## src/mexp_pkg.sv

```systemverilog
// package for the modular exponentiation block: sizes, register codes, sequencer states
`timescale 1ns / 1ps
`default_nettype none

package mexp_pkg;

	// default operand width
	localparam int unsigned MEXP_WORD_BITS = 32;

	// register indexes on the configuration port
	typedef logic reg_idx_t;
	localparam reg_idx_t REG_MODULUS  = 1'b0;
	localparam reg_idx_t REG_EXPONENT = 1'b1;

	// register values after reset, cut to the operand width where used
	localparam logic [63:0] MODULUS_RESET  = 64'd899;
	localparam logic [63:0] EXPONENT_RESET = 64'd65537;

	// sequencer states
	typedef enum logic [2:0] {
		ST_IDLE,
		ST_REDUCE,
		ST_NEXT,
		ST_MUL,
		ST_SQR,
		ST_FINISH
	} mexp_state_t;

endpackage

`default_nettype wire

```

## src/modular_exponentiation.sv

```systemverilog
// modular exponentiation top level: bit-serial square-and-multiply over a configured modulus
// usage
// - s_* channel: one item per base value, s_tdata = base_value in the low WORD_BITS bits
// - m_* channel: one item per base value, m_tdata = power_result in the low WORD_BITS bits
// - cfg port: cfg_we writes cfg_data into register cfg_index (0 modulus, 1 exponent)
//   at the clock edge; write only while no item is in flight
// - a modulus of zero stands for 2^WORD_BITS, so products simply wrap
// timing
// - a modular product works one multiplier bit per cycle through
//   a single shift-add-reduce unit (add, then compare against m and 2m)
// - the base is first reduced by the same unit
// - then per exponent bit up to the highest set one: a decision state, a multiply
//   where the bit is set, then the square
// - one item is worked at a time; s_tready is high only while the sequencer is idle
// reset and stall
// - arst_n clears the sequencer and the output valid flag, the modulus returns to 899
//   and the exponent to 65537
// - the result waits in an output register while the next item is accepted; a finished
//   item holds in the last state until the output register is free
`timescale 1ns / 1ps
`default_nettype none

module modular_exponentiation
	import mexp_pkg::*;
#(
	parameter int unsigned WORD_BITS = MEXP_WORD_BITS,
	localparam int unsigned TDATA_BITS = ((WORD_BITS + 7) / 8) * 8
) (
	input  wire logic                  clk,
	input  wire logic                  arst_n,
	// configuration write port
	input  wire logic                  cfg_we,
	input  wire reg_idx_t              cfg_index,
	input  wire logic [WORD_BITS-1:0]  cfg_data,
	// input items
	input  wire logic                  s_tvalid,
	output logic                       s_tready,
	input  wire logic [TDATA_BITS-1:0] s_tdata,   // [WORD_BITS-1:0] base_value
	// result items
	output logic                       m_tvalid,
	input  wire logic                  m_tready,
	output logic [TDATA_BITS-1:0]      m_tdata    // [WORD_BITS-1:0] power_result
);

	localparam int unsigned CW = $clog2(WORD_BITS);   // bit counter width
	localparam int unsigned MW = WORD_BITS + 1;       // modulus incl. 2^WORD_BITS
	localparam int unsigned XW = WORD_BITS + 2;       // partial sum, below 3m

	localparam logic [CW-1:0]        CNT_TOP = CW'(WORD_BITS - 1);
	localparam logic [WORD_BITS-1:0] ONE_W   = WORD_BITS'(1);

	// configuration registers
	logic [WORD_BITS-1:0] modulus_q;
	logic [WORD_BITS-1:0] exponent_q;

	// sequencer
	mexp_state_t state_q, state_d;

	// datapath
	logic [WORD_BITS-1:0] acc_q;      // running partial product
	logic [WORD_BITS-1:0] mcand_q;    // value added in for each set multiplier bit
	logic [WORD_BITS-1:0] mplier_q;   // multiplier, shifted out msb first
	logic [WORD_BITS-1:0] res_q;      // running result
	logic [WORD_BITS-1:0] sq_q;       // running square of the base
	logic [WORD_BITS-1:0] exp_q;      // exponent, shifted out lsb first
	logic [CW-1:0]        cnt_q;      // multiplier bit counter

	// output register
	logic                 out_valid_q;
	logic [WORD_BITS-1:0] out_data_q;

	// control
	logic cnt_last;
	logic out_free;
	logic load_out;

	// shift-add-reduce unit
	logic [MW-1:0]        mod_ext;
	logic [XW-1:0]        sum;
	logic [XW-1:0]        mod_x1;
	logic [XW-1:0]        mod_x2;
	logic [WORD_BITS-1:0] unit_out;

	always_ff @(posedge clk or negedge arst_n) begin
		if (!arst_n) begin
			modulus_q  <= MODULUS_RESET[WORD_BITS-1:0];
			exponent_q <= EXPONENT_RESET[WORD_BITS-1:0];
		end else if (cfg_we) begin
			unique case (cfg_index)
				REG_MODULUS:  modulus_q  <= cfg_data;
				REG_EXPONENT: exponent_q <= cfg_data;
			endcase
		end
	end

	// zero modulus means 2^WORD_BITS
	assign mod_ext = (modulus_q == '0) ? {1'b1, {WORD_BITS{1'b0}}} : {1'b0, modulus_q};

	// one step: 2*acc + bit*mcand, then bring back below m (sum < 3m)
	always_comb begin
		sum    = {1'b0, acc_q, 1'b0}
			+ (mplier_q[WORD_BITS-1] ? {2'b00, mcand_q} : {XW{1'b0}});
		mod_x1 = {1'b0, mod_ext};
		mod_x2 = {mod_ext, 1'b0};
		if (sum >= mod_x2) begin
			unit_out = WORD_BITS'(sum - mod_x2);
		end else if (sum >= mod_x1) begin
			unit_out = WORD_BITS'(sum - mod_x1);
		end else begin
			unit_out = sum[WORD_BITS-1:0];
		end
	end

	assign cnt_last = (cnt_q == '0);
	assign out_free = !out_valid_q || m_tready;

	// next state
	always_comb begin
		state_d = state_q;
		unique case (state_q)
			ST_IDLE:   if (s_tvalid) state_d = ST_REDUCE;
			ST_REDUCE: if (cnt_last) state_d = ST_NEXT;
			ST_NEXT: begin
				if (exp_q == '0) begin
					state_d = ST_FINISH;
				end else if (exp_q[0]) begin
					state_d = ST_MUL;
				end else begin
					state_d = ST_SQR;
				end
			end
			ST_MUL:    if (cnt_last) state_d = ST_SQR;
			ST_SQR:    if (cnt_last) state_d = ST_NEXT;
			ST_FINISH: if (out_free) state_d = ST_IDLE;
			default:   state_d = ST_IDLE;
		endcase
	end

	// outputs of the sequencer
	always_comb begin
		s_tready = 1'b0;
		load_out = 1'b0;
		unique case (state_q)
			ST_IDLE:   s_tready = 1'b1;
			ST_FINISH: load_out = out_free;
			default: begin
				s_tready = 1'b0;
				load_out = 1'b0;
			end
		endcase
	end

	always_ff @(posedge clk or negedge arst_n) begin
		if (!arst_n) begin
			state_q <= ST_IDLE;
		end else begin
			state_q <= state_d;
		end
	end

	// datapath registers
	always_ff @(posedge clk) begin
		unique case (state_q)
			ST_IDLE: begin
				// reduce the base: shift its bits in, adding one for each set bit
				acc_q    <= '0;
				mcand_q  <= ONE_W;
				mplier_q <= s_tdata[WORD_BITS-1:0];
				cnt_q    <= CNT_TOP;
				res_q    <= ONE_W;
				exp_q    <= exponent_q;
			end
			ST_REDUCE: begin
				acc_q    <= unit_out;
				mplier_q <= mplier_q << 1;
				cnt_q    <= cnt_q - 1'b1;
				if (cnt_last) begin
					sq_q <= unit_out;
				end
			end
			ST_NEXT: begin
				acc_q    <= '0;
				mcand_q  <= sq_q;
				mplier_q <= exp_q[0] ? res_q : sq_q;
				cnt_q    <= CNT_TOP;
			end
			ST_MUL: begin
				if (cnt_last) begin
					// result done, square follows
					res_q    <= unit_out;
					acc_q    <= '0;
					mplier_q <= sq_q;
					cnt_q    <= CNT_TOP;
				end else begin
					acc_q    <= unit_out;
					mplier_q <= mplier_q << 1;
					cnt_q    <= cnt_q - 1'b1;
				end
			end
			ST_SQR: begin
				acc_q    <= unit_out;
				mplier_q <= mplier_q << 1;
				cnt_q    <= cnt_q - 1'b1;
				if (cnt_last) begin
					sq_q  <= unit_out;
					exp_q <= exp_q >> 1;
				end
			end
			ST_FINISH: begin
				acc_q <= acc_q;
			end
			default: begin
				acc_q <= acc_q;
			end
		endcase
	end

	// output register
	always_ff @(posedge clk or negedge arst_n) begin
		if (!arst_n) begin
			out_valid_q <= 1'b0;
		end else if (load_out) begin
			out_valid_q <= 1'b1;
		end else if (m_tready) begin
			out_valid_q <= 1'b0;
		end
	end

	always_ff @(posedge clk) begin
		if (load_out) begin
			out_data_q <= res_q;
		end
	end

	assign m_tvalid = out_valid_q;
	assign m_tdata  = TDATA_BITS'(out_data_q);

endmodule

`default_nettype wire

```

## config.mk

```make
export PLATFORM = sky130hd
export DESIGN_NAME = modular_exponentiation
export DESIGN_NICKNAME = d
export VERILOG_FILES = /design/src/mexp_pkg.sv /design/src/modular_exponentiation.sv
export SDC_FILE = /design/constraint.sdc
export NUM_CORES = 1
export LEC_CHECK = 0
export BUFFER_PORTS_ARGS = -buffer_cell sky130_fd_sc_hd__buf_2
export CAP_MARGIN = 20
export CORE_MARGIN = 3
export CORE_UTILIZATION = 38
export DETAILED_ROUTE_END_ITERATION = 8
export PLACE_DENSITY_LB_ADDON = 0.15
export SLEW_MARGIN = 20
export SYNTH_ARGS = -nofsm -noshare
export SYNTH_HDL_FRONTEND = slang
export SYNTH_SLANG_ARGS = --single-unit
```

## constraint.sdc

```tcl
create_clock -name clk -period 5.8 [get_ports clk]
set_input_delay 1.16 -clock clk [delete_from_list [all_inputs] [get_ports clk]]
set_output_delay 1.16 -clock clk [all_outputs]
set_load 0.05 [all_outputs]
```

==> results of run 1 <==
[cell usage in the layout, fill, tap and decap left out, types with 8 or more instances in the layout]
master     count
o21ai_1       12
clkbuf_16     37
a21oi_1      100
ha_1          79
nand3_1       21
xnor2_1       51
a21oi_2       28
nor4_1        20
a21o_1        55
edfxtp_1     229
nand2b_1      13
buf_2        102
clkinv_1       8
o21ai_2       10
a221oi_1      32
nor2_1       135
buf_6         13
nor2b_1       14
and2_1        53
mux2i_1       17
mux2_2        66
nand4_1       21
nand2_1      129
o21bai_1       8
ha_4          15
buf_4        220
dfrtp_1       61
o21a_1        15
o21ai_0       66
and3_1        46
xor2_1        21
o211ai_1       8
inv_1         71
nor3_1        22
[worst max-delay path, delay by kind of cell, from the launching register on]
| kind | cells | cell delay, ns |
|---|---|---|
| and+or+nand+nor | 4 | 0.49 |
| DFF | 1 | 0.39 |
| AOI/OAI and AO/OA | 14 | 2.78 |
| adders and majority gates | 3 | 0.82 |
| buffers and inverters | 5 | 0.74 |
| xor gates and xnor gates | 1 | 0.17 |
[sequential cells by signal (all words and copies together) (netlist names)]
register,cells
exponent_q,32
mcand_q,32
m_tvalid,1
cnt_q,5
state_q,3
exp_q,32
mplier_q,32
res_q,32
sq_q,32
m_tdata,32
acc_q,32
modulus_q,32
[metrics by stage]
| stage | instances | cell area, um^2 | util, % | hold slack (ns) |
|---|---|---|---|---|
| 5_1_grt | 2604 | 22400 | 49.0 | 0.466 |
| 3_3_place_gp | 2501 | 20300 | 44.3 | 0.440 |
| 2_1_floorplan | 1677 | 17800 | - | 0.426 |
| 4_1_cts | 2578 | 21700 | 47.4 | 0.454 |
| 3_5_place_dp | 2501 | 20300 | 44.3 | 0.444 |
| 6_report | 2604 | 22400 | 49.0 | 0.455 |
[cell usage after synthesis, drive strengths merged (7+ instances only)]
cell type	instances
edfxtp	229
nor2	146
a21oi	133
nand2	133
ha	94
o21ai	90
inv	72
mux2	72
dfrtp	61
xnor2	59
and2	57
a21o	56
clkbuf	55
and3	50
a221oi	32
nor3	27
nand3	25
mux2i	22
nor4	22
xor2	22
buf	21
nand4	21
o21a	16
nor2b	15
a211oi	14
nand2b	13
o21bai	10
a31oi	9
o211ai	8
dfstp	7
o31ai	7
or2	7
[logic make-up after synthesis]
group                    after synthesis  synth area share, %
multiplexers                          94                 5.92
AND/OR/NAND/NOR                      534                 14.9
XOR/XNOR                              81                 3.99
AO/OA/AOI/OAI                        424                 16.2
adder cells (fa/ha/maj)               97                 6.95
flip-flops                           297                 48.3
buffers and inverters                150                 3.66
[per-layer routing]
metal | GRT usage (%) | vias up
li1 | - | 6796
met1 | 30.9 | 6806
met2 | 30.1 | 335
met3 | 3.03 | 55
met4 | 4.53 | 0
met5 | 0 | -
[how the worst max path moves through the flow]
stage	start	to	cells after the start
2_1_floorplan	mplier_q[31]	res_q[25]	25
3_3_place_gp	mplier_q[31]	res_q[31]	26
3_5_place_dp	mplier_q[31]	res_q[31]	26
4_1_cts	mplier_q[31]	res_q[31]	28
5_1_grt	mplier_q[31]	sq_q[29]	27
6_report	mplier_q[31]	sq_q[29]	27
[layout make-up]
cell class | count | area, um^2 | area share (%)
sequential | 297 | 8590 | 38.3
inverter | 74 | 278 | 1.24
clock inverter | 19 | 140 | 0.625
multi-input combinational | 1230 | 9290 | 41.4
tap | 600 | 751 | 3.35
timing repair buffer | 342 | 2460 | 10.9
clock buffer | 42 | 933 | 4.16
[timing repair]
action / 4_1_cts / 5_1_grt
hold endpoints to repair: 0 / 0
buffers inserted: 15 / 27
cloned: 1 / 1
endpoints found under the setup margin: 88 / 96
resized for setup: 42 / 113
pin swaps: 25 / 69
==> run_results.csv, run 1 <==
group,metric,value,unit
synthesis,yosys.area.top_type,"edfxtp_1",
detailed_routing,routed_wl,51.4,mm
critical_path,r2r-start,"mplier_q[31]",
timing,fin_crit_sh,97.2,%
critical_path,r2r-end,"sq_q[29]",
synthesis,synth.cell_area,17800,um^2
timing,rsz0062_at_grt,"true",
critical_path,r2r_setup_slack,0.16,ns
detailed_routing,met2_length,22.3,mm
die,start_util,38.9,%
die,die_y,222,um
worst_hold_path,min_path_cells,0,
die,die_x,222,um
timing,layout_setup_ws,0.160,ns
timing,setup_viol,0,
detailed_routing,met3_length,2.58,mm
placed_design,gp_congestion,0.905,
die,die-area,49400,um^2
worst_hold_path,min_from,"res_q[14]",
critical_path,timing.critical_path.mode_cell,"buf_6",
placed_design,dpl_worst_slack,-0.402,ns
critical_path,start_kind,"flop",
synthesis,yosysUniqueCellTypes,92,
timing,fmax,0.177,GHz
clocking,cts_buffers,35,
final_layout,n_antenna_cell,0,
detailed_routing,drtIter0Drc,912,
global_route,grt_max_degree,69,
global_route,antenna_found_initial,1,
clocking,cts.sinks,297,
worst_hold_path,holdPathEnd,"m_tdata[14]",
clocking,cts_max_path_buffers,3,
global_route,first_global_vias,13800,
global_route,grt_pass1_wl,79.0,mm
detailed_routing,wire_per_inst,19.7,um
final_layout,area_growth,26.2,%
detailed_routing,met1_length,25.6,mm
final_layout,drive_gt1_share,31.4,%
critical_path,max_stage_delay,0.39,ns
synthesis,synth-edff-count,229,
detailed_routing,via_per_inst,5.37,
synthesis,postSynthAreaPerCell,10.6,um^2
placed_design,dp_hpwl,38.2,mm
timing,fin_skew,0.0274,ns
timing,worst_pin_slew,0.948,ns
detailed_routing,drc_errors,0,
timing,post-route-min-period,5.64,ns
outcome,status,"complete, no violations",
critical_path,crit_type,"reg2reg",
placed_design,port_buffers,103,
global_route,grt-ovfl-total,0,
clocking,postCtsHoldBufs,0,
worst_hold_path,hp-class,"reg2reg",
synthesis,yosys_warnings,0,
run,cap_violations,0,
detailed_routing,vias,14000,
synthesis,async_flop_share,22.9,%
synthesis,synth-seq-cells,297,
detailed_routing,dr.pass1.iters,5,
die,placementRows,78,
die,coreArea,45800,um^2
clocking,cts_tree,"done",
critical_path,cp_max_fo,8,
timing,slew_headroom,36.8,%
die,ios,104,
final_layout,nets,2147,
global_route,track_usage,20.2,%
timing,finalSetupTns,0,ns
clocking,clkTransAtPathRegs,0.06,ns
timing,final_max_slew_viol_count,0,
critical_path,cp_slowest_cell,"edfxtp_1",
clocking,cts_root_buf,"clkbuf_16",
clocking,insertion_delay,0.55,ns
synthesis,synth_area_leaders,"edfxtp_1 (39%), dfrtp_1 (8.6%), ha_1 (6.6%)",
critical_path,critPathCaptureType,"flop",
final_layout,nFillCells,4237,
critical_path,arrival,5.93,ns
clocking,htree_levels,2,
synthesis,syn_nets,1844,
critical_path,cp.required,6.09,ns
detailed_routing,dr.max_layer_used,"met4",
detailed_routing,ant_nets,0,
synthesis,seq_area_frac_synth,48.3,%
synthesis,synthCells,1677,
synthesis,synth_flop_cell,"edfxtp_1",
synthesis,synth_top_area_share,38.7,%
critical_path,r2r_cells,27,
timing,hold_viol_final,0,
Power of run 1 is not shown: default switching activity piles up to over one toggle a cycle in this logic, so the estimate is an artifact.
==> run 2: changes to the inputs <==
--- a/config.mk
+++ b/config.mk
@@ -7,8 +7,10 @@
 export LEC_CHECK = 0
 export BUFFER_PORTS_ARGS = -buffer_cell sky130_fd_sc_hd__buf_2
 export CAP_MARGIN = 20
+export CELL_PAD_IN_SITES_DETAIL_PLACEMENT = 2
+export CELL_PAD_IN_SITES_GLOBAL_PLACEMENT = 2
 export CORE_MARGIN = 3
-export CORE_UTILIZATION = 38
+export CORE_UTILIZATION = 37
 export DETAILED_ROUTE_END_ITERATION = 8
 export PLACE_DENSITY_LB_ADDON = 0.15
 export SLEW_MARGIN = 20
==> run 2 against run 1 <==
The run now ends with setup timing left; cell count is 0.54% higher; setup slack worse by 0.35 ns; non-clock buffer count stayed put; first-iteration DRC count is 13% lower; count of clock-buffer cells in the layout is 10 higher; clock skew is 0.0081 ns lower; global-route usage is 5.4 points higher; critical path type unchanged; critical endpoint is now acc_q[21]; highest routed layer unchanged.
==> run_results.csv, run 2 (same netlist as run 1, synthesis figures left out) <==
group,metric,value,unit
outcome,status,"finished with violations",
outcome,violations,"setup timing",
global_route,use_met2,43.6,%
clocking,cts.sinks,297,
timing,fmax,0.167,GHz
critical_path,cp_slowest_cell,"edfxtp_1",
timing,post-route-min-period,5.99,ns
die,die_y,225,um
detailed_routing,routed_wl,68.2,mm
timing,fin_skew,0.0193,ns
final_layout,n_antenna_cell,0,
clocking,htree_levels,2,
final_layout,final_cell_mix,"edfxtp_1 (229), buf_4 (206), nand2_1 (130)",
critical_path,r2r_cells,26,
final_layout,nets,2150,
die,start_util,37.8,%
worst_hold_path,hp-class,"reg2reg",
critical_path,r2r-start,"mplier_q[31]",
global_route,first_global_vias,16400,
global_route,grt_max_degree,69,
timing,holdWs,0.471,ns
final_layout,drive_gt1_share,35.0,%
critical_path,r2r_setup_slack,-0.19,ns
global_route,antenna_found_initial,0,
critical_path,timing.critical_path.mode_cell,"a21oi_2",
detailed_routing,ant_nets,0,
timing,final_max_slew_viol_count,0,
final_layout,layout_commonest_cell,"edfxtp_1",
clocking,cts_root_buf,"clkbuf_16",
critical_path,crit_type,"reg2reg",
global_route,top_usage_layer,"met2",
die,die_x,225,um
timing,fin_crit_sh,103,%
detailed_routing,vias,15000,
placed_design,port_buffers,103,
timing,worst_pin_slew,0.999,ns
critical_path,start_kind,"flop",
clocking,cts_tree,"done",
global_route,grt-ovfl-total,0,
timing,layout_setup_ws,-0.189,ns
global_route,use_met1,35.1,%
die,ios,104,
critical_path,cp_max_fo,5,
clocking,insertion_delay,0.57,ns
clocking,cts_buffers,36,
timing,rsz0062_at_grt,"true",
global_route,grt_use_met3,2.89,%
run,cap_violations,0,
clocking,cts_max_path_buffers,3,
detailed_routing,dr.pass1.iters,5,
clocking,clkTransAtPathRegs,0.06,ns
critical_path,critical_path.startpoint,"mplier_q[31]",
detailed_routing,drc_errors,0,
critical_path,r2r-end,"acc_q[21]",
detailed_routing,wire_per_inst,26.0,um
critical_path,critPathCaptureType,"flop",
placed_design,gp_congestion,0.898,
final_layout,nFillCells,4736,
timing,slew_headroom,33.4,%
detailed_routing,via_per_inst,5.73,
critical_path,crit_end,"acc_q[21]",
final_layout,area_growth,30.5,%
placed_design,dp_hpwl,46.3,mm
global_route,grt_pass1_wl,99.6,mm
clocking,postCtsHoldBufs,0,
die,placementRows,79,
die,die-area,50700,um^2
die,coreArea,47100,um^2
critical_path,max_stage_delay,0.43,ns
critical_path,cp.required,6.10,ns
timing,hold_viol_final,0,
detailed_routing,drtIter0Drc,798,
critical_path,arrival,6.29,ns
timing,setup_viol,74,
global_route,track_usage,25.6,%
-- run 2: what timing repair did --
action	CTS	global route
pin swaps	73	102
buffers inserted	29	33
resized for setup	139	132
cloned	3	1
setup endpoints to repair	96	96
-- run 2: cell type report --
cell class	instances	area [um^2]	area share, %
clock buffers	52	1000	4.32
multi-input cells	1232	9890	42.6
clock inverters	14	180	0.776
flip-flops and latches	297	8590	37.0
well taps	607	759	3.27
inverters	74	278	1.20
repair buffers	342	2510	10.8
-- run 2: worst min-delay path by stage --
stage / startpoint / to / cells after the start
5_1_grt: res_q[23] / m_tdata[23] / 0
2_1_floorplan: res_q[10] / m_tdata[10] / 0
3_5_place_dp: res_q[1] / m_tdata[1] / 0
3_3_place_gp: res_q[25] / m_tdata[25] / 0
4_1_cts: res_q[1] / m_tdata[1] / 0
6_report: res_q[20] / m_tdata[20] / 0
-- run 2: layer usage --
metal  wire [um]  share of wire (%)
met4        1450                2.1
met1       30200                 44
met5           0                  0
met2       33600                 49
met3        2960                4.3
-- run 2: worst max-delay path: cells and delay by family, from the launching register on --
kind	cells	cell delay [ns]
fa+ha+maj	2	0.50
flops	1	0.43
buf+inv	4	0.67
compound gates	15	3.26
xor+xnor	1	0.15
simple gates	4	0.72
-- run 2: through the flow --
stage / worst slack [ns] / cell area (um^2) / utilization, % / cells / TNS [ns]
after global routing: -0.300 / 23200 / 49.3 / 2618 / -18.00
final: -0.189 / 23200 / 49.3 / 2618 / -3.67
after floorplan: 0.377 / 17800 / - / 1677 / 0
after detailed placement: -0.646 / 20100 / 42.8 / 2490 / -39.29
after global placement: -0.542 / 20100 / 42.8 / 2490 / -23.66
after CTS: 0.00315 / 22300 / 47.4 / 2586 / 0
Power of run 2 is left out for the same reason.
==> run 3: changes to the inputs <==
--- a/config.mk
+++ b/config.mk
@@ -13,6 +13,7 @@
 export CORE_UTILIZATION = 37
 export DETAILED_ROUTE_END_ITERATION = 8
 export PLACE_DENSITY_LB_ADDON = 0.15
+export SETUP_SLACK_MARGIN = 0.02
 export SLEW_MARGIN = 20
 export SYNTH_ARGS = -nofsm -noshare
 export SYNTH_HDL_FRONTEND = slang
==> run 3 against run 2 <==
The flow still finishes with violations (setup timing); non-clock buffer count is 10 higher; sequential share of layout area is 0.51 points lower; maximum frequency is 2.3% lower; largest cell class unchanged.
==> run_results.csv, run 3 (same netlist as run 1, synthesis figures left out) <==
group,metric,value,unit
final_layout,final_cell_mix,"edfxtp_1 (229), buf_4 (214), nand2_1 (127)",
critical_path,crit_type,"reg2reg",
detailed_routing,drc_errors,0,
timing,fmax,0.163,GHz
detailed_routing,drtIter0Drc,912,
final_layout,fin_area,23500,um^2
clocking,postCtsHoldBufs,0,
clocking,clkTransAtPathRegs,0.06,ns
clocking,cts.sinks,297,
die,ios,104,
critical_path,critPathCaptureType,"flop",
timing,fin_skew,0.0216,ns
timing,worst_pin_slew,1.04,ns
global_route,antenna_found_initial,0,
timing,hold_viol_final,0,
critical_path,arrival,6.43,ns
timing,fin_crit_sh,106,%
final_layout,drive_gt1_share,36.0,%
final_layout,nets,2160,
placed_design,dp_hpwl,46.3,mm
clocking,cts_tree,"done",
timing,setup_viol,91,
die,placementRows,79,
detailed_routing,via_per_inst,5.78,
global_route,grt-ovfl-total,0,
detailed_routing,ant_nets,0,
critical_path,timing.critical_path.mode_cell,"buf_6",
clocking,cts_max_path_buffers,3,
final_layout,area_growth,32.3,%
critical_path,cp_max_fo,5,
timing,rsz0062_at_grt,"true",
clocking,insertion_delay,0.57,ns
detailed_routing,routed_wl,72.0,mm
timing,post-route-min-period,6.13,ns
outcome,status,"finished with violations",
die,start_util,37.8,%
worst_hold_path,hp-class,"reg2reg",
global_route,grt_max_degree,69,
detailed_routing,vias,15200,
global_route,first_global_vias,16400,
detailed_routing,wire_per_inst,27.4,um
clocking,cts_root_buf,"clkbuf_16",
die,coreArea,47100,um^2
clocking,cts_buffers,36,
critical_path,cp_slowest_cell,"edfxtp_1",
global_route,grt_pass1_wl,99.9,mm
die,die_x,225,um
critical_path,cp_num_buf_inv,5,
final_layout,layout_commonest_cell,"edfxtp_1",
critical_path,cp.required,6.11,ns
timing,layout_setup_ws,-0.328,ns
timing,slew_headroom,30.9,%
die,die_y,225,um
detailed_routing,dr.pass1.iters,7,
placed_design,port_buffers,103,
final_layout,n_antenna_cell,0,
die,die-area,50700,um^2
critical_path,crit_family,"compound AO/OA/AOI/OAI gates",
critical_path,start_kind,"flop",
outcome,violations,"setup timing",
placed_design,place_area,20100,um^2
critical_path,max_stage_delay,0.41,ns
run,cap_violations,0,
timing,final_max_slew_viol_count,0,
global_route,track_usage,25.7,%
placed_design,gp_congestion,0.898,
clocking,htree_levels,2,
## run 3: changes by cell type in the layout (fill, tap and decap cells not counted), moves of 5 or more
cell	before	now
a21oi_2	30	24
a21oi_4	9	14
buf_4	206	214
nor2_1	128	123
## run 3: routing by layer
metal / vias up / global-route usage, % / part of all wire (%)
met5: - / 0 / 0
met2: 384 / 43.8 / 49
met4: 0 / 6.42 / 2.8
met3: 120 / 2.97 / 4.6
li1: 6822 / - / -
met1: 7869 / 35.1 / 43
## run 3: final timing paths
kind / startpoint / end / slack (ns) / cells past startpoint
setup / recovery: mplier_q[31] / res_q[21] / -0.33 / 27
hold / removal: res_q[20] / m_tdata[20] / 0.47 / 0
setup reg to reg: mplier_q[31] / res_q[21] / -0.33 / 27
hold reg to reg: res_q[20] / m_tdata[20] / 0.47 / 0
max in group asynchronous: arst_n / modulus_q[6] / 4.44 / 1
min in group asynchronous: arst_n / exponent_q[28] / 0.73 / 1
## run 3: cell type report
type | instances | area (um^2)
clock buffers | 52 | 1000
clock inverters | 14 | 180
fillers | 4701 | 23500
inverters | 74 | 278
multi-input cells | 1232 | 10100
flip-flops and latches | 297 | 8590
well taps | 607 | 759
repair buffers | 352 | 2590
## run 3: repair_timing
action,in CTS,in global routing
gates resized for setup,144,164
pin swaps,80,113
gates cloned,3,1
buffers inserted,30,48
setup endpoints to repair,96,96
## run 3: through the flow
step	hold WS, ns	util, %	setup WS (ns)	cells	TNS (ns)
3_3_place_gp	0.438	42.8	-0.542	2490	-23.66
2_1_floorplan	0.426	-	0.377	1677	0
6_report	0.467	50.0	-0.328	2628	-11.55
5_1_grt	0.474	50.0	-0.412	2628	-22.56
4_1_cts	0.466	47.4	0.00766	2586	0
3_5_place_dp	0.447	42.8	-0.646	2490	-39.29
Power of run 3 is left out for the same reason.
